[config.mk]
export PLATFORM = sky130hd
export DESIGN_NAME = message_slicer_crc16_framer_top_flat
export DESIGN_NICKNAME = d
export VERILOG_FILES = /design/src/rtl/core/msf_pkg.sv /design/src/rtl/core/msf_chan_if.sv /design/src/rtl/core/message_slicer_crc16_framer_top.sv /design/src/rtl/core/msf_seq.sv /design/src/rtl/core/msf_dp.sv /design/src/flat_wrapper.sv
export SDC_FILE = /design/constraint.sdc
export NUM_CORES = 1
export LEC_CHECK = 0
export ABC_CLOCK_PERIOD_IN_PS = 4900
export BUFFER_PORTS_ARGS = -buffer_cell sky130_fd_sc_hd__buf_2
export CORE_UTILIZATION = 56
export CTS_CLUSTER_DIAMETER = 30
export DETAILED_ROUTE_END_ITERATION = 12
export PLACE_DENSITY = 0.83
export SETUP_SLACK_MARGIN = 0.1
export SLEW_MARGIN = 20
export SYNTH_ARGS = -nofsm -noshare
export SYNTH_HDL_FRONTEND = slang
export SYNTH_SLANG_ARGS = --single-unit
[constraint.sdc]
create_clock -name clock -period 4.9 [get_ports clock]
set_input_delay 0.49 -clock clock [delete_from_list [all_inputs] [get_ports clock]]
set_output_delay 0.49 -clock clock [all_outputs]
set_load 0.01 [all_outputs]
[src/rtl/core/msf_pkg.sv]
// Shared types, constants and the control store for the message slicer framer.
// No dependencies; every other file of the block depends on this package.
package msf_pkg;

   localparam int OP_W   = 1;
   localparam int ADDR_W = 16;
   localparam int LEN_W  = 12;
   localparam int BYTE_W = 8;
   localparam int CRC_W  = 16;

   localparam int SLICE_BYTES_DEF = 12;
   localparam int MAX_LENGTH_DEF  = 3060;

   localparam logic [OP_W-1:0] OP_START = 1'b0;
   localparam logic [OP_W-1:0] OP_DATA  = 1'b1;

   localparam logic [BYTE_W-1:0] HDR_SYNC = 8'h9e;
   localparam logic [BYTE_W-1:0] HDR_LEN  = 8'h18;
   localparam logic [CRC_W-1:0]  CRC_INIT = 16'hffff;
   localparam logic [CRC_W-1:0]  CRC_POLY = 16'ha001;

   // sequencer steps
   localparam int STEP_W = 4;
   localparam logic [STEP_W-1:0] S_IDLE    = 4'd0;
   localparam logic [STEP_W-1:0] S_REJ     = 4'd1;
   localparam logic [STEP_W-1:0] S_DIV     = 4'd2;
   localparam logic [STEP_W-1:0] S_HDR0    = 4'd3;
   localparam logic [STEP_W-1:0] S_HDR1    = 4'd4;
   localparam logic [STEP_W-1:0] S_ADDR_HI = 4'd5;
   localparam logic [STEP_W-1:0] S_ADDR_LO = 4'd6;
   localparam logic [STEP_W-1:0] S_DATA    = 4'd7;
   localparam logic [STEP_W-1:0] S_TOTAL   = 4'd8;
   localparam logic [STEP_W-1:0] S_INDEX   = 4'd9;
   localparam logic [STEP_W-1:0] S_CRC_HI  = 4'd10;
   localparam logic [STEP_W-1:0] S_CRC_LO  = 4'd11;

   // byte sources
   localparam int SRC_W = 4;
   localparam logic [SRC_W-1:0] SRC_REJ     = 4'd0;
   localparam logic [SRC_W-1:0] SRC_SYNC    = 4'd1;
   localparam logic [SRC_W-1:0] SRC_LEN     = 4'd2;
   localparam logic [SRC_W-1:0] SRC_ADDR_HI = 4'd3;
   localparam logic [SRC_W-1:0] SRC_ADDR_LO = 4'd4;
   localparam logic [SRC_W-1:0] SRC_DATA    = 4'd5;
   localparam logic [SRC_W-1:0] SRC_TOTAL   = 4'd6;
   localparam logic [SRC_W-1:0] SRC_INDEX   = 4'd7;
   localparam logic [SRC_W-1:0] SRC_CRC_HI  = 4'd8;
   localparam logic [SRC_W-1:0] SRC_CRC_LO  = 4'd9;

   // jump conditions
   localparam int COND_W = 2;
   localparam logic [COND_W-1:0] COND_ALWAYS = 2'd0;
   localparam logic [COND_W-1:0] COND_DATA   = 2'd2;

   // dispatch on an accepted item
   localparam int DISP_W = 2;
   localparam logic [DISP_W-1:0] DISP_NONE  = 2'd0;
   localparam logic [DISP_W-1:0] DISP_REJ   = 2'd1;
   localparam logic [DISP_W-1:0] DISP_DIV   = 2'd2;
   localparam logic [DISP_W-1:0] DISP_FRAME = 2'd3;

   typedef struct packed {
      logic              accept;
      logic              emit;
      logic [SRC_W-1:0]  src;
      logic              crc_init;
      logic              crc_upd;
      logic              div_step;
      logic              cnt_inc;
      logic              frame_done;
      logic              frame_end;
      logic [COND_W-1:0] cond;
      logic [STEP_W-1:0] t_true;
      logic [STEP_W-1:0] t_false;
   } ucode_type;

   typedef struct packed {
      logic              go;
      logic              data_last;
      logic [DISP_W-1:0] disp;
   } dp_status_type;

   function automatic logic [CRC_W-1:0] crc16_byte(input logic [CRC_W-1:0] crc,
                                                   input logic [BYTE_W-1:0] data);
      logic [CRC_W-1:0] c;
      c = crc ^ {{(CRC_W-BYTE_W){1'b0}}, data};
      for (int b = 0; b < BYTE_W; b++) begin
         c = c[0] ? ((c >> 1) ^ CRC_POLY) : (c >> 1);
      end
      return c;
   endfunction

   // control store
   function automatic ucode_type msf_ucode(input logic [STEP_W-1:0] step);
      ucode_type w;
      w = '0;
      w.cond    = COND_ALWAYS;
      w.t_true  = S_IDLE;
      w.t_false = S_IDLE;
      unique case (step)
         S_IDLE: begin
            w.accept = 1'b1;
         end
         S_REJ: begin
            w.emit = 1'b1; w.src = SRC_REJ; w.frame_end = 1'b1;
         end
         S_DIV: begin
            w.div_step = 1'b1; w.t_true = S_IDLE;
         end
         S_HDR0: begin
            w.emit = 1'b1; w.src = SRC_SYNC; w.crc_init = 1'b1; w.t_true = S_HDR1;
         end
         S_HDR1: begin
            w.emit = 1'b1; w.src = SRC_LEN; w.t_true = S_ADDR_HI;
         end
         S_ADDR_HI: begin
            w.emit = 1'b1; w.src = SRC_ADDR_HI; w.t_true = S_ADDR_LO;
         end
         S_ADDR_LO: begin
            w.emit = 1'b1; w.src = SRC_ADDR_LO; w.t_true = S_DATA;
         end
         S_DATA: begin
            w.emit = 1'b1; w.src = SRC_DATA; w.crc_upd = 1'b1; w.cnt_inc = 1'b1;
            w.cond = COND_DATA; w.t_true = S_TOTAL; w.t_false = S_DATA;
         end
         S_TOTAL: begin
            w.emit = 1'b1; w.src = SRC_TOTAL; w.crc_upd = 1'b1; w.t_true = S_INDEX;
         end
         S_INDEX: begin
            w.emit = 1'b1; w.src = SRC_INDEX; w.crc_upd = 1'b1; w.t_true = S_CRC_HI;
         end
         S_CRC_HI: begin
            w.emit = 1'b1; w.src = SRC_CRC_HI; w.t_true = S_CRC_LO;
         end
         S_CRC_LO: begin
            w.emit = 1'b1; w.src = SRC_CRC_LO; w.frame_end = 1'b1;
            w.frame_done = 1'b1;
         end
         default: begin
            w.t_true = S_IDLE;
         end
      endcase
      return w;
   endfunction

endpackage

[src/rtl/core/msf_chan_if.sv]
// Valid/ready channel interfaces for the request and response items.
// Depends on msf_pkg for the field widths.
interface msf_req_if;
   logic                         valid;
   logic                         ready;
   logic [msf_pkg::OP_W-1:0]     op;
   logic [msf_pkg::ADDR_W-1:0]   dest_addr;
   logic [msf_pkg::LEN_W-1:0]    msg_length;
   logic [msf_pkg::BYTE_W-1:0]   data_byte;

   modport source (output valid, output op, output dest_addr, output msg_length,
                   output data_byte, input ready);
   modport sink   (input valid, input op, input dest_addr, input msg_length,
                   input data_byte, output ready);
endinterface

interface msf_rsp_if;
   logic                         valid;
   logic                         ready;
   logic [msf_pkg::BYTE_W-1:0]   out_byte;
   logic                         kind;
   logic                         frame_end;

   modport source (output valid, output out_byte, output kind, output frame_end,
                   input ready);
   modport sink   (input valid, input out_byte, input kind, input frame_end,
                   output ready);
endinterface

[src/rtl/core/message_slicer_crc16_framer_top.sv]
// Message slicer framer: top level joining the microcode sequencer and datapath.
// Depends on msf_pkg, msf_chan_if, msf_seq and msf_dp.
//
// A start item (op 0) opens a message for an address and a length; the message
// bytes then follow one per item. Every SLICE_BYTES bytes, and on the last byte
// of the message, a frame of SLICE_BYTES + 8 bytes leaves one byte per item:
// 0x9E, 0x18, address high, address low, the slice (zero padded), slice count,
// slice number from 1 and a Modbus CRC16, high byte first. A start with a length
// of 0 or of MAX_LENGTH or more gives a single item with kind set. Timing is set
// by the microcode sequencer, which works on one item at a time: a data byte that
// does not close a slice is taken alone; one that closes it is followed by one step
// per frame byte, each held while the output register is full; a valid start is
// followed by one step that works out the slice count by a reciprocal multiply; a
// rejection is followed by one step that emits the rejection item.
module message_slicer_crc16_framer_top #(
   parameter int SLICE_BYTES = msf_pkg::SLICE_BYTES_DEF,
   parameter int MAX_LENGTH  = msf_pkg::MAX_LENGTH_DEF
) (
   input logic       clock,
   input logic       reset,
   msf_req_if.sink   req_chan,
   msf_rsp_if.source rsp_chan
);
   import msf_pkg::*;

   ucode_type         cw;
   dp_status_type     status;
   logic [STEP_W-1:0] step;

   msf_seq u_seq (
      .clock  (clock),
      .reset  (reset),
      .status (status),
      .cw     (cw),
      .step   (step)
   );

   msf_dp #(
      .SLICE_BYTES (SLICE_BYTES),
      .MAX_LENGTH  (MAX_LENGTH)
   ) u_dp (
      .clock    (clock),
      .reset    (reset),
      .req_chan (req_chan),
      .rsp_chan (rsp_chan),
      .cw       (cw),
      .status   (status)
   );

`ifndef SYNTHESIS
   a_busy_not_ready: assert property (@(posedge clock) disable iff (reset)
      (step != S_IDLE) |-> !req_chan.ready)
      else $error("item taken while sequencer busy");

   a_frame_closes: assert property (@(posedge clock) disable iff (reset)
      (step == S_CRC_LO) && status.go |=> (step == S_IDLE))
      else $error("frame did not return to idle");

   a_reject_path: assert property (@(posedge clock) disable iff (reset)
      (step == S_IDLE) && req_chan.valid && (req_chan.op == OP_START) &&
      (req_chan.msg_length == '0) |=> (step == S_REJ))
      else $error("zero length start not rejected");
`endif

endmodule

[src/rtl/core/msf_seq.sv]
// Microcode sequencer: step register, control store lookup and jump logic.
// Depends on msf_pkg.
module msf_seq (
   input  logic                   clock,
   input  logic                   reset,
   input  msf_pkg::dp_status_type status,
   output msf_pkg::ucode_type     cw,
   output logic [msf_pkg::STEP_W-1:0] step
);
   import msf_pkg::*;

   logic [STEP_W-1:0] step_ff;
   logic [STEP_W-1:0] step_in;

   assign cw   = msf_ucode(step_ff);
   assign step = step_ff;

   always_comb begin
      step_in = step_ff;
      if (status.go) begin
         if (cw.accept) begin
            unique case (status.disp)
               DISP_NONE:  step_in = S_IDLE;
               DISP_REJ:   step_in = S_REJ;
               DISP_DIV:   step_in = S_DIV;
               DISP_FRAME: step_in = S_HDR0;
            endcase
         end else begin
            unique case (cw.cond)
               COND_ALWAYS: step_in = cw.t_true;
               COND_DATA:   step_in = status.data_last ? cw.t_true : cw.t_false;
               default:     step_in = cw.t_false;
            endcase
         end
      end
   end

   always_ff @(posedge clock) begin
      if (reset) begin
         step_ff <= S_IDLE;
      end else begin
         step_ff <= step_in;
      end
   end

endmodule

[src/rtl/core/msf_dp.sv]
// Datapath: slice buffer, message counters, slice-count divider, CRC16 and
// the output register. Driven by the control word from msf_seq; uses msf_pkg.
module msf_dp #(
   parameter int SLICE_BYTES = msf_pkg::SLICE_BYTES_DEF,
   parameter int MAX_LENGTH  = msf_pkg::MAX_LENGTH_DEF
) (
   input  logic                   clock,
   input  logic                   reset,
   msf_req_if.sink                req_chan,
   msf_rsp_if.source              rsp_chan,
   input  msf_pkg::ucode_type     cw,
   output msf_pkg::dp_status_type status
);
   import msf_pkg::*;

   localparam int DIVD_W = $clog2((1 << LEN_W) + SLICE_BYTES - 1);
   localparam int FILL_W = $clog2(SLICE_BYTES + 1);
   localparam int IDX_W  = (SLICE_BYTES > 1) ? $clog2(SLICE_BYTES) : 1;
   localparam int CNT_W  = $clog2(SLICE_BYTES + 1);
   localparam int RCP_SH = DIVD_W + $clog2(SLICE_BYTES);
   localparam int RCP_W  = DIVD_W + 1;
   localparam int PROD_W = DIVD_W + RCP_W;
   localparam logic [RCP_W-1:0] RCP_M =
      RCP_W'(((1 << RCP_SH) + SLICE_BYTES - 1) / SLICE_BYTES);
   localparam logic [LEN_W:0] MAX_LEN_V = (LEN_W+1)'(MAX_LENGTH);

   logic [BYTE_W-1:0] mem [SLICE_BYTES];
   logic [BYTE_W-1:0] rd_ff;
   logic [IDX_W-1:0]  rd_addr;

   logic [CNT_W-1:0]  cnt_ff, cnt_in;
   logic [FILL_W-1:0] fill_ff, fill_in;
   logic [LEN_W-1:0]  left_ff, left_in;
   logic [ADDR_W-1:0] addr_ff, addr_in;
   logic [BYTE_W-1:0] index_ff, index_in;
   logic              active_ff, active_in;
   logic [DIVD_W-1:0] quo_ff, quo_in;
   logic [CRC_W-1:0]  crc_ff, crc_in;
   logic              rsp_valid_ff, rsp_valid_in;
   logic [BYTE_W-1:0] out_byte_ff, out_byte_in;
   logic              kind_ff, kind_in;
   logic              frame_end_ff, frame_end_in;

   logic              slot_free;
   logic              acc_fire;
   logic              emit_fire;
   logic              bad_len;
   logic              slice_last;
   logic              data_ok;
   logic [BYTE_W-1:0] byte_sel;
   logic [PROD_W-1:0] div_prod;
   logic [DISP_W-1:0] disp_sel;

   assign slot_free = !rsp_valid_ff || rsp_chan.ready;
   assign acc_fire  = cw.accept && req_chan.valid;
   assign emit_fire = cw.emit && slot_free;
   assign req_chan.ready = cw.accept;

   assign bad_len    = (req_chan.msg_length == '0) ||
                       ({1'b0, req_chan.msg_length} >= MAX_LEN_V);
   assign data_ok    = (req_chan.op == OP_DATA) && active_ff;
   assign slice_last = (fill_ff == FILL_W'(SLICE_BYTES - 1)) || (left_ff == LEN_W'(1));

   assign status.go        = cw.accept ? req_chan.valid : (cw.emit ? slot_free : 1'b1);
   assign status.data_last = (cnt_ff == CNT_W'(SLICE_BYTES - 1));
   assign status.disp      = disp_sel;

   always_comb begin
      priority if (req_chan.op == OP_START) begin
         disp_sel = bad_len ? DISP_REJ : DISP_DIV;
      end else if (data_ok && slice_last) begin
         disp_sel = DISP_FRAME;
      end else begin
         disp_sel = DISP_NONE;
      end
   end

   // slice count as floor((len + SLICE_BYTES - 1) / SLICE_BYTES) by reciprocal multiply
   assign div_prod = PROD_W'(quo_ff) * PROD_W'(RCP_M);

   always_comb begin
      unique case (cw.src)
         SRC_REJ:     byte_sel = '0;
         SRC_SYNC:    byte_sel = HDR_SYNC;
         SRC_LEN:     byte_sel = HDR_LEN;
         SRC_ADDR_HI: byte_sel = addr_ff[ADDR_W-1:BYTE_W];
         SRC_ADDR_LO: byte_sel = addr_ff[BYTE_W-1:0];
         SRC_DATA:    byte_sel = (cnt_ff < CNT_W'(fill_ff)) ? rd_ff : '0;
         SRC_TOTAL:   byte_sel = quo_ff[BYTE_W-1:0];
         SRC_INDEX:   byte_sel = index_ff;
         SRC_CRC_HI:  byte_sel = crc_ff[CRC_W-1:BYTE_W];
         SRC_CRC_LO:  byte_sel = crc_ff[BYTE_W-1:0];
         default:     byte_sel = '0;
      endcase
   end

   always_comb begin
      cnt_in       = cnt_ff;
      fill_in      = fill_ff;
      left_in      = left_ff;
      addr_in      = addr_ff;
      index_in     = index_ff;
      active_in    = active_ff;
      quo_in       = quo_ff;
      crc_in       = crc_ff;
      rsp_valid_in = rsp_valid_ff;
      out_byte_in  = out_byte_ff;
      kind_in      = kind_ff;
      frame_end_in = frame_end_ff;

      if (acc_fire) begin
         cnt_in = '0;
         if (req_chan.op == OP_START) begin
            fill_in = '0;
            if (bad_len) begin
               active_in = 1'b0;
            end else begin
               addr_in   = req_chan.dest_addr;
               left_in   = req_chan.msg_length;
               index_in  = BYTE_W'(1);
               active_in = 1'b1;
               quo_in    = DIVD_W'(req_chan.msg_length) + DIVD_W'(SLICE_BYTES - 1);
            end
         end else if (active_ff) begin
            fill_in = fill_ff + FILL_W'(1);
            left_in = left_ff - LEN_W'(1);
         end
      end else if (status.go) begin
         if (cw.cnt_inc) begin
            cnt_in = cnt_ff + CNT_W'(1);
         end
         if (cw.div_step) begin
            quo_in = DIVD_W'(div_prod >> RCP_SH);
         end
         if (cw.crc_init) begin
            crc_in = CRC_INIT;
         end else if (cw.crc_upd) begin
            crc_in = crc16_byte(crc_ff, byte_sel);
         end
         if (cw.frame_done) begin
            index_in = index_ff + BYTE_W'(1);
            fill_in  = '0;
            if (left_ff == '0) begin
               active_in = 1'b0;
            end
         end
      end

      if (emit_fire) begin
         rsp_valid_in = 1'b1;
         out_byte_in  = byte_sel;
         kind_in      = (cw.src == SRC_REJ);
         frame_end_in = cw.frame_end;
      end else if (rsp_chan.ready) begin
         rsp_valid_in = 1'b0;
      end
   end

   assign rd_addr = (cnt_in < CNT_W'(SLICE_BYTES)) ? cnt_in[IDX_W-1:0] : '0;

   always_ff @(posedge clock) begin
      if (acc_fire && data_ok) begin
         mem[fill_ff[IDX_W-1:0]] <= req_chan.data_byte;
      end
      rd_ff <= mem[rd_addr];
   end

   always_ff @(posedge clock) begin
      if (reset) begin
         cnt_ff       <= '0;
         fill_ff      <= '0;
         left_ff      <= '0;
         addr_ff      <= '0;
         index_ff     <= BYTE_W'(1);
         active_ff    <= 1'b0;
         quo_ff       <= '0;
         rsp_valid_ff <= 1'b0;
      end else begin
         cnt_ff       <= cnt_in;
         fill_ff      <= fill_in;
         left_ff      <= left_in;
         addr_ff      <= addr_in;
         index_ff     <= index_in;
         active_ff    <= active_in;
         quo_ff       <= quo_in;
         rsp_valid_ff <= rsp_valid_in;
      end
   end

   always_ff @(posedge clock) begin
      crc_ff       <= crc_in;
      out_byte_ff  <= out_byte_in;
      kind_ff      <= kind_in;
      frame_end_ff <= frame_end_in;
   end

   assign rsp_chan.valid     = rsp_valid_ff;
   assign rsp_chan.out_byte  = out_byte_ff;
   assign rsp_chan.kind      = kind_ff;
   assign rsp_chan.frame_end = frame_end_ff;

endmodule

[src/flat_wrapper.sv]
// flat-port wrapper written by rule: the top's interface ports become plain ports
module message_slicer_crc16_framer_top_flat import msf_pkg::*;
#(
   parameter int SLICE_BYTES = msf_pkg::SLICE_BYTES_DEF,
   parameter int MAX_LENGTH  = msf_pkg::MAX_LENGTH_DEF
)
  (clock, reset, req_chan_valid, req_chan_op, req_chan_dest_addr, req_chan_msg_length, req_chan_data_byte, req_chan_ready, rsp_chan_valid, rsp_chan_out_byte, rsp_chan_kind, rsp_chan_frame_end, rsp_chan_ready);
  msf_req_if req_chan_i ();
  msf_rsp_if rsp_chan_i ();
  input logic clock;
  input logic reset;
  input wire logic [$bits(req_chan_i.valid)-1:0] req_chan_valid;
  input wire logic [$bits(req_chan_i.op)-1:0] req_chan_op;
  input wire logic [$bits(req_chan_i.dest_addr)-1:0] req_chan_dest_addr;
  input wire logic [$bits(req_chan_i.msg_length)-1:0] req_chan_msg_length;
  input wire logic [$bits(req_chan_i.data_byte)-1:0] req_chan_data_byte;
  output wire logic [$bits(req_chan_i.ready)-1:0] req_chan_ready;
  output wire logic [$bits(rsp_chan_i.valid)-1:0] rsp_chan_valid;
  output wire logic [$bits(rsp_chan_i.out_byte)-1:0] rsp_chan_out_byte;
  output wire logic [$bits(rsp_chan_i.kind)-1:0] rsp_chan_kind;
  output wire logic [$bits(rsp_chan_i.frame_end)-1:0] rsp_chan_frame_end;
  input wire logic [$bits(rsp_chan_i.ready)-1:0] rsp_chan_ready;
  assign req_chan_i.valid = req_chan_valid;
  assign req_chan_i.op = req_chan_op;
  assign req_chan_i.dest_addr = req_chan_dest_addr;
  assign req_chan_i.msg_length = req_chan_msg_length;
  assign req_chan_i.data_byte = req_chan_data_byte;
  assign req_chan_ready = req_chan_i.ready;
  assign rsp_chan_valid = rsp_chan_i.valid;
  assign rsp_chan_out_byte = rsp_chan_i.out_byte;
  assign rsp_chan_kind = rsp_chan_i.kind;
  assign rsp_chan_frame_end = rsp_chan_i.frame_end;
  assign rsp_chan_i.ready = rsp_chan_ready;
  message_slicer_crc16_framer_top #(.SLICE_BYTES(SLICE_BYTES), .MAX_LENGTH(MAX_LENGTH)) u_core (.clock(clock), .reset(reset), .req_chan(req_chan_i), .rsp_chan(rsp_chan_i));
endmodule
Yosys cells after proc, flatten, opt, wreduce, memory -nomap -nowiden
Memory sizes are Yosys's and may differ from the RTL's. A register that Yosys moved wholly into a read port is not among the register bits. Index checks and enable logic that the tools add are counted.

Bits in registers: 89. RAM bits: 96. Input port bits: 41. Output and inout port bits: 12. Logic and storage cells: 160. Memories kept: 1.

Add/subtract/negate cells: 5. Multipliers: 1. $lt $le $gt $ge: 3. Eq/ne operators: 32. Mux-type cells: 63. Bitwise operators: 12. Reductions and logical operators: 30.

Memories: u_core.u_dp.mem (depth 12, width 8, rd ports 1, clocked after Yosys merged registers in 1, write ports 1, line msf_dp.sv:27) `logic [BYTE_W-1:0] mem [SLICE_BYTES];`.

Operators with widths (count): 2-to-1 mux 16 bit (9); one-hot mux 8 bit (9 select lines) (1); 2-to-1 mux 13 bit (5); one-hot mux 5 bit (10 select lines) (1); 2-to-1 mux 8 bit (6); 2-to-1 mux 4 bit (11); 2-to-1 mux 12 bit (3); == test 4 x 3 -> 1 bit, second input constant (8); == test 4 bit, second input constant (8); one-hot mux 4 bit (8 select lines) (1); multiplier 13 x 14 -> 27 bit, second input constant (1); logical NOT 12 bit (2); inverter 2 -> 3 bit (8); 2-to-1 mux 1 bit (19); == test 4 x 2 -> 1 bit, second input constant (4); one-hot mux 4 bit (4 select lines) (1); XOR 16 x 8 -> 16 bit (1); adder 12 x 4 -> 13 bit, second input constant (1); == test 12 x 1 -> 1 bit, second input constant (1); greater-or-equal comparator 12 bit, second input constant (1); AND reduction 3 bit (4); AND reduction 4 bit (3); nonzero test 2 bit (6); subtractor 12 x 1 -> 12 bit, second input constant (1); other kinds (21) (40).

Depth between registers and ports, before layout
Gate-level depths: netlist (run 1).

Depth after elaboration: 22. Gate-level depth with buffers: 19. Depth with buffers taken out: 19.

Cells and area by module
From an unflattened synthesis (run 1), not the netlist that was laid out.

Cells, all modules: 1122. Area, all modules: 12085.3 µm².

By module, submodules not included: msf_dp (instances 1, cells each 1051, area an instance 11527.3 µm², sequential area each 5004.8 µm²); msf_seq (instances 1, cells each 71, area an instance 558.0 µm², sequential area each 80.1 µm²).

Least setup slack after synthesis (run 1)
OpenSTA, ideal clock, no wires.

Path kind: flip-flop to flip-flop. Start point: reg u_core.u_dp.quo_ff[7]. End point: reg u_core.u_dp.quo_ff[8]. Arrival: 4541 ps. Setup slack: 227 ps. Cell stages (with the launch flop): 19. Buffers on the path: 0. Period minus slack after synthesis: 4673 ps. Path through: dfxtp_1 -> ha_1 -> fa_1 -> inv_1 -> fa_1 -> inv_1 -> fa_1 -> inv_1 -> fa_1 -> inv_1 -> ha_1 -> a21o_1 -> a21oi_1 -> nor2b_1 -> nor3_1 -> a21oi_1 -> or3_1 -> a31oi_1 -> nor3_1.

Cells in the longest elaborated chain, start to end: 4.

Ends and longest elaborated chain: start: declaration (line msf_dp.sv:37) `logic [DIVD_W-1:0] quo_ff, quo_in;`; start signal: assignment (line msf_dp.sv:185) `quo_ff <= quo_in;`; multiplier 13 x 14 -> 27 bit (line msf_dp.sv:79) `assign div_prod = PROD_W'(quo_ff) * PROD_W'(RCP_M);`; 2-to-1 mux 13 bit (line msf_dp.sv:132) `if (cw.div_step) begin`; 2-to-1 mux 13 bit (line msf_dp.sv:128) `end else if (status.go) begin`; 2-to-1 mux 13 bit (line msf_dp.sv:111) `if (acc_fire) begin`.

Every way passes these cells. The select of a mux whose other input is x is not followed. A chain may end at the register's enable or synchronous reset.

Worst setup path in the final report (run 1)
Start point: reg u_core.u_dp.quo_ff[9]. End point: reg u_core.u_dp.quo_ff[6].

Same word-level chain as after synthesis.

==> run_results.csv, run 1 <==
group,metric,value,unit
final_layout,area_growth_syn_to_layout,12.5,%
floorplanning,rows,52,
hold_path,min-delay-start,"req_chan_dest_addr[9]",
logic_synthesis,synthSimpleGateAreaFrac,0.125,
worst_setup_path,r2r_end,"u_core.u_dp.quo_ff[6]$_SDFFE_PP0P_",
worst_setup_path,worstPathMaxFanout,3,
logic_synthesis,synthXorXnorAreaFrac,0.0386,
timing,clock_skew,0.0206,ns
timing,finalCritPeriodShare,0.963,
place,numPortBuffers,52,
pwr,power_density,445,nW/um^2
logic_synthesis,synth_mux_area_frac,0.0286,
timing,drv_slew,0,
detailed_routing,wl_met1,11.6,mm
timing,max_slew_margin,0.331,
final_layout,post-route-cell-area,13100,sq um
pwr,power.leakage,5.47,nW
worst_setup_path,arrival,5.03,ns
detailed_routing,wl,27.7,mm
final_layout,antenna_cells,0,
detailed_routing,routed.top_layer,"met5",
logic_synthesis,synth_edf_count,122,
final_layout,final_cell_mix,"122 x edfxtp_1, 117 x inv_1, 89 x nand2_1, 80 x ha_1, 65 x dfxtp_1",
logic_synthesis,synthesis.nets,1270,
clock_tree,htree_levels,4,
floorplanning,die_w,146,um
detailed_routing,wl_met3,1.75,mm
worst_setup_path,startpoint_type,"register",
detailed_routing,ant_nets,0,
logic_synthesis,avgSynthCellArea,10.6,sq um
detailed_routing,vias_per_cell,6.06,
logic_synthesis,synth_area,11600,sq um
worst_setup_path,path_cells,"ha_4 -> fa_2 -> inv_2 -> fa_1 -> fa_1 -> fa_1 -> inv_1 -> ha_1 -> a21o_1 -> a21o_1 -> a21oi_2 -> nor2b_2 -> nor3_4 -> a21boi_1 -> or3_1 -> a31oi_1 -> nor3_1",
final_layout,final_common_cell,"edfxtp_1",
timing,tns,0,ns
clock_tree,cts_sinks,193,
timing,setup_viol_count_final,0,
clock_tree,clkTransAtPathRegs,0.09,ns
floorplanning,start_util,0.572,
logic_synthesis,synthesis.instances,1094,
logic_synthesis,synth_adder_area_share,0.175,
global_routing,antenna_found_initial,2,
detailed_routing,drc,0,
global_routing,grt_pass1_vias,8508,
flow_run,max_cap_violations,0,
global_routing,grt_usage,0.263,
place,finalWeightedCongestion,0.890,
hold_path,hold_path_end,"u_core.u_dp.addr_ff[9]$_SDFFE_PP0P_",
floorplanning,io_pins,53,
worst_setup_path,critPathTopFamily,"adder cells",
logic_synthesis,yosysWarningCount,0,
logic_synthesis,async_reset_ff_frac,0,
run_status,status,"complete, no violations",
worst_setup_path,worstPathRequired,5.21,ns
final_layout,nNetsFinal,1322,
timing,finalHoldViolations,0,
global_routing,grt_pass1_wl,43.8,mm
place,placed_cells,1393,
clock_tree,numCtsBuffers,17,
timing,rsz0062_at_grt,"false",
logic_synthesis,synth_compound_area_frac,0.139,
hold_path,whs_path_depth,3,
final_layout,drive_above_1_share,0.146,
clock_tree,clockRootBuffer,"clkbuf_16",
logic_synthesis,synth_cell_types,78,
worst_setup_path,reg2regPathDepth,17,
worst_setup_path,cpMostUsedCell,"fa_1",
detailed_routing,wl_per_cell,19.4,um
timing,worst_slew_pin_slew,1.00,ns
final_layout,final_cell_count_no_fill,1429,
worst_setup_path,cpMaxStageDelayCell,"fa_1",
logic_synthesis,synth_seq_area_share,0.438,
logic_synthesis,synthFlopType,"edfxtp_1",
hold_path,hold_path.class,"in2reg",
global_routing,gr-total-overflow,0,
detailed_routing,wl_met2,13.6,mm
floorplanning,core,20300,sq um
timing,fmax,0.212,GHz
logic_synthesis,synth_top_family_by_area,"adder cells",
clock_tree,clk_path_buf_depth,2,
worst_setup_path,reg2reg_slack,0.18,ns
clock_tree,cts_tree,"yes",
floorplanning,dieArea,21300,sq um
detailed_routing,drt_iter0_drc,853,
worst_setup_path,worst-path-buf-inv,2,
worst_setup_path,critical_path_class,"reg2reg",
floorplanning,die_h,146,um
worst_setup_path,critPathCaptureType,"register",
global_routing,grt_max_degree,59,
worst_setup_path,cp_slowest_stage_delay,0.57,ns
timing,min_period,4.72,ns
logic_synthesis,ys_ff_latch,193,
detailed_routing,dr_total_vias,8665,
worst_setup_path,rr_startpoint,"u_core.u_dp.quo_ff[9]$_SDFFE_PP0P_",
detailed_routing,drt_pass1_iterations,7,
pwr,peakVddDrop,0.000290,V
place,place_area,12200,sq um
clock_tree,clkLatencyLatePin,0.46,ns
place,post-dp-hpwl,19.4,mm
synthesized netlist by cell type (all sizes together), types with 8 or more instances:
master	instances	share of area
xnor2	26	0.021
xor2	18	0.014
a221oi	14	0.011
nand3	37	0.017
o22ai	12	0.0065
dfxtp	71	0.12
fa	46	0.079
a21oi	69	0.030
a31oi	11	0.0065
ha	89	0.096
o21ai	44	0.020
mux2i	32	0.028
inv	122	0.039
and3	10	0.0054
nand2	90	0.029
edfxtp	122	0.32
a22oi	11	0.0071
nor3	19	0.0091
a211oi	13	0.0093
and2	17	0.0092
nand2b	13	0.0070
o211ai	12	0.0078
clkbuf	33	0.011
nor4	8	0.0056
nor2	50	0.016
a21o	11	0.0071
buf	11	0.0060
nand4	8	0.0043
report_power, final:
part	switching (mW)	internal, mW	total [mW]
Sequential	0.119	1.85	1.97
Combinational	1.42	0.917	2.33
Clock	0.783	0.732	1.51
tightest hold or removal path, stage by stage:
cell	delay (ns)
buf_2	0.09
nand3_1	0.05
a21oi_1	0.06
metrics by stage:
stage / setup WS, ns / total power [mW] / hold WS [ns] / util
detailed placement: -0.0751 / 4.11 / 0.457 / 0.600
finish: 0.181 / 5.81 / 0.285 / 0.643
floorplan: 0.227 / 3.52 / 0.432 / -
CTS: 0.0988 / 5.66 / 0.273 / 0.635
global placement: 0.0539 / 3.98 / 0.446 / 0.600
global route: 0.0329 / 6.22 / 0.285 / 0.643
cells by family (layout without fill, tap and decap cells):
group	after synthesis	in the layout
buf+inv	166	231
simple gates	281	281
mux	33	33
flops	193	193
fa+ha+maj	135	135
compound gates	240	240
xor+xnor	46	46
per-layer routing:
| metal | vias up | GRT usage |
|---|---|---|
| li1 | 4020 | - |
| met1 | 4217 | 0.340 |
| met2 | 360 | 0.441 |
| met3 | 64 | 0.0483 |
| met4 | 4 | 0.0984 |
| met5 | - | 0 |
worst max path at each step:
stage	from	endpoint	slack, ns	depth (start not counted)
after detailed placement	u_core.u_dp.quo_ff[12]$_SDFFE_PP0P_	u_core.u_dp.quo_ff[8]$_SDFFE_PP0P_	-0.08	19
final	u_core.u_dp.quo_ff[9]$_SDFFE_PP0P_	u_core.u_dp.quo_ff[6]$_SDFFE_PP0P_	0.18	17
after floorplan	u_core.u_dp.quo_ff[7]$_SDFFE_PP0P_	u_core.u_dp.quo_ff[8]$_SDFFE_PP0P_	0.23	18
after global placement	u_core.u_dp.quo_ff[7]$_SDFFE_PP0P_	u_core.u_dp.quo_ff[8]$_SDFFE_PP0P_	0.05	18
after CTS	u_core.u_dp.quo_ff[7]$_SDFFE_PP0P_	u_core.u_dp.quo_ff[8]$_SDFFE_PP0P_	0.1	18
after global routing	u_core.u_dp.quo_ff[10]$_SDFFE_PP0P_	u_core.u_dp.quo_ff[2]$_SDFFE_PP0P_	0.03	20
sequential cells by signal (all words and copies together) (netlist names):
name	flops
u_core.u_dp.active_ff	1
u_core.u_dp.addr_ff	16
u_core.u_dp.cnt_ff	4
u_core.u_dp.crc_ff	16
u_core.u_dp.fill_ff	4
u_core.u_dp.index_ff	8
u_core.u_dp.left_ff	12
u_core.u_dp.mem	96
u_core.u_dp.quo_ff	13
u_core.u_dp.rd_ff	8
u_core.u_dp.rsp_chan.frame_end	1
u_core.u_dp.rsp_chan.kind	1
u_core.u_dp.rsp_chan.out_byte	8
u_core.u_dp.rsp_chan.valid	1
u_core.u_seq.step	4
area by class of cell:
type	count	area, sq um
inverter	122	458
tap	270	338
fill	1545	7240
multi-input combinational	735	6060
clock inverter	15	230
timing repair buffer	77	452
sequential	193	5090
clock buffer	17	425
what timing repair did:
action / 4_1_cts / 5_1_grt
buffers inserted: 0 / 4
pin swaps: 1 / 34
setup endpoints to repair: 7 / 9
hold buffers: 0 / 0
resized for setup: 8 / 34
gates cloned: 0 / 0
(Power assumes the default switching activity.)
==> run 2, diff against run 1 <==
==> constraint.sdc (replaced) <==
create_clock -name clock -period 4.9 [get_ports clock]
set_input_delay 0.98 -clock clock [delete_from_list [all_inputs] [get_ports clock]]
set_output_delay 0.98 -clock clock [all_outputs]
set_load 0.01 [all_outputs]
==> run_results.csv, run 2 (same netlist as run 1, synthesis figures left out) <==
group,metric,value,unit
final_layout,area_growth_syn_to_layout,12.4,%
final_layout,final_common_cell,"edfxtp_1",
detailed_routing,drc,0,
final_layout,antenna_cells,0,
global_routing,grt_max_degree,54,
worst_setup_path,critPathTopFamily,"adder cells",
worst_setup_path,cp_slowest_stage_delay,0.57,ns
place,place_ws,-0.0956,ns
timing,max_slew_margin,0.308,
timing,fmax,0.210,GHz
worst_setup_path,cpMaxStageDelayCell,"fa_1",
detailed_routing,wl,27.8,mm
run_status,status,"complete, no violations",
timing,worst_slew_pin_slew,1.04,ns
worst_setup_path,startpoint_type,"register",
floorplanning,die_h,146,um
floorplanning,io_pins,53,
global_routing,antenna_found_initial,1,
timing,finalHoldViolations,0,
final_layout,final_cell_mix,"122 x edfxtp_1, 114 x inv_1, 90 x nand2_1, 80 x ha_1, 64 x dfxtp_1",
clock_tree,cts_sinks,193,
timing,finalCritPeriodShare,0.970,
place,placed_cells,1393,
detailed_routing,drt_pass1_iterations,7,
timing,hold-worst-slack,0.463,ns
detailed_routing,ant_nets,0,
floorplanning,dieArea,21300,sq um
flow_run,max_cap_violations,0,
timing,min_period,4.75,ns
timing,drv_slew,0,
worst_setup_path,critPathCaptureType,"register",
pwr,power.leakage,5.47,nW
timing,rsz0062_at_grt,"true",
hold_path,hold_path.class,"reg2reg",
floorplanning,core,20300,sq um
worst_setup_path,path_cells,"ha_4 -> fa_2 -> inv_2 -> fa_1 -> inv_2 -> fa_1 -> inv_1 -> fa_1 -> inv_2 -> ha_4 -> a21o_1 -> a21oi_2 -> nor2b_1 -> nor3_2 -> a21boi_1 -> or3_1 -> a31oi_1 -> nor3_1",
worst_setup_path,rr_startpoint,"u_core.u_dp.quo_ff[9]$_SDFFE_PP0P_",
clock_tree,htree_levels,4,
clock_tree,clkTransAtPathRegs,0.08,ns
worst_setup_path,arrival,5.05,ns
timing,setup_ws,0.147,ns
detailed_routing,vias_per_cell,6.04,
worst_setup_path,worstPathRequired,5.20,ns
timing,tns,0,ns
place,finalWeightedCongestion,0.893,
floorplanning,die_w,146,um
pwr,peakVddDrop,0.000267,V
worst_setup_path,critPathLaunch,"u_core.u_dp.quo_ff[9]$_SDFFE_PP0P_",
global_routing,grt_usage,0.263,
worst_setup_path,worstPathMaxFanout,3,
final_layout,final_cell_count_no_fill,1430,
timing,clock_skew,0.0233,ns
clock_tree,clk_path_buf_depth,2,
global_routing,grt_pass1_vias,8557,
final_layout,largest_reg_flops,96,
global_routing,grt_pass1_wl,43.7,mm
place,place_area,12200,sq um
detailed_routing,wl_per_cell,19.4,um
worst_setup_path,critical_path_class,"reg2reg",
timing,setup_viol_count_final,0,
clock_tree,clockRootBuffer,"clkbuf_16",
final_layout,post-route-cell-area,13000,sq um
detailed_routing,dr_total_vias,8634,
place,post-dp-hpwl,19.6,mm
floorplanning,start_util,0.572,
detailed_routing,drt_iter0_drc,834,
final_layout,nNetsFinal,1323,
clock_tree,cts_tree,"yes",
clock_tree,clkLatencyLatePin,0.46,ns
place,numPortBuffers,52,
global_routing,gr-total-overflow,0,
worst_setup_path,worst-path-buf-inv,4,
floorplanning,rows,52,
clock_tree,numCtsBuffers,17,
pwr,power_density,446,nW/um^2
final_layout,drive_above_1_share,0.150,
hold_path,min-delay-start,"u_core.u_dp.addr_ff[13]$_SDFFE_PP0P_",
==> run 2: routing by layer <==
metal	up-vias	routed length, um	share of wire	track usage
li1	4021	-	-	-
met1	4209	11500	0.42	0.337
met2	326	13900	0.50	0.452
met3	76	1470	0.053	0.0436
met4	2	833	0.030	0.0938
met5	-	17	0.00061	0
==> run 2: repair_timing <==
item	CTS	global route
hold buffers	0	0
gates cloned	0	0
endpoints found under the setup margin	7	10
resized for setup	17	27
pin swaps	7	37
buffers inserted	2	3
==> run 2: layout make-up <==
type | count | area, sq um
Timing Repair Buffer | 78 | 455
Clock inverter | 15 | 226
Multi-Input combinational cell | 735 | 6050
Inverter | 122 | 458
Fill cell | 1518 | 7260
Sequential cell | 193 | 5090
Clock buffer | 17 | 425
Tap cell | 270 | 338
==> run 2: path summary, 6_finish.rpt <==
path | slack (ns) | end | depth (start not counted)
max | 0.15 | u_core.u_dp.quo_ff[6]$_SDFFE_PP0P_ | 18
min | 0.46 | u_core.u_dp.addr_ff[13]$_SDFFE_PP0P_ | 2
max reg2reg | 0.15 | u_core.u_dp.quo_ff[6]$_SDFFE_PP0P_ | 18
min reg2reg | 0.46 | u_core.u_dp.addr_ff[13]$_SDFFE_PP0P_ | 2
==> run 2: per-stage QoR <==
stage / util / total power, mW
3_5_place_dp: 0.600 / 4.09
6_report: 0.643 / 5.82
2_1_floorplan: - / 3.52
4_1_cts: 0.636 / 5.65
3_3_place_gp: 0.600 / 3.98
5_1_grt: 0.643 / 6.21
==> run 2: where the power goes <==
part	internal (mW)	leakage (nW)	switching [mW]
Combinational	0.918	3.47	1.41
Sequential	1.85	1.68	0.118
Clock	0.737	0.315	0.792
==> run 2: tightest hold or removal path: stages, from the launching register on <==
cell	delay (ns)
dfxtp_1	0.32
nand2_1	0.05
a21oi_1	0.05
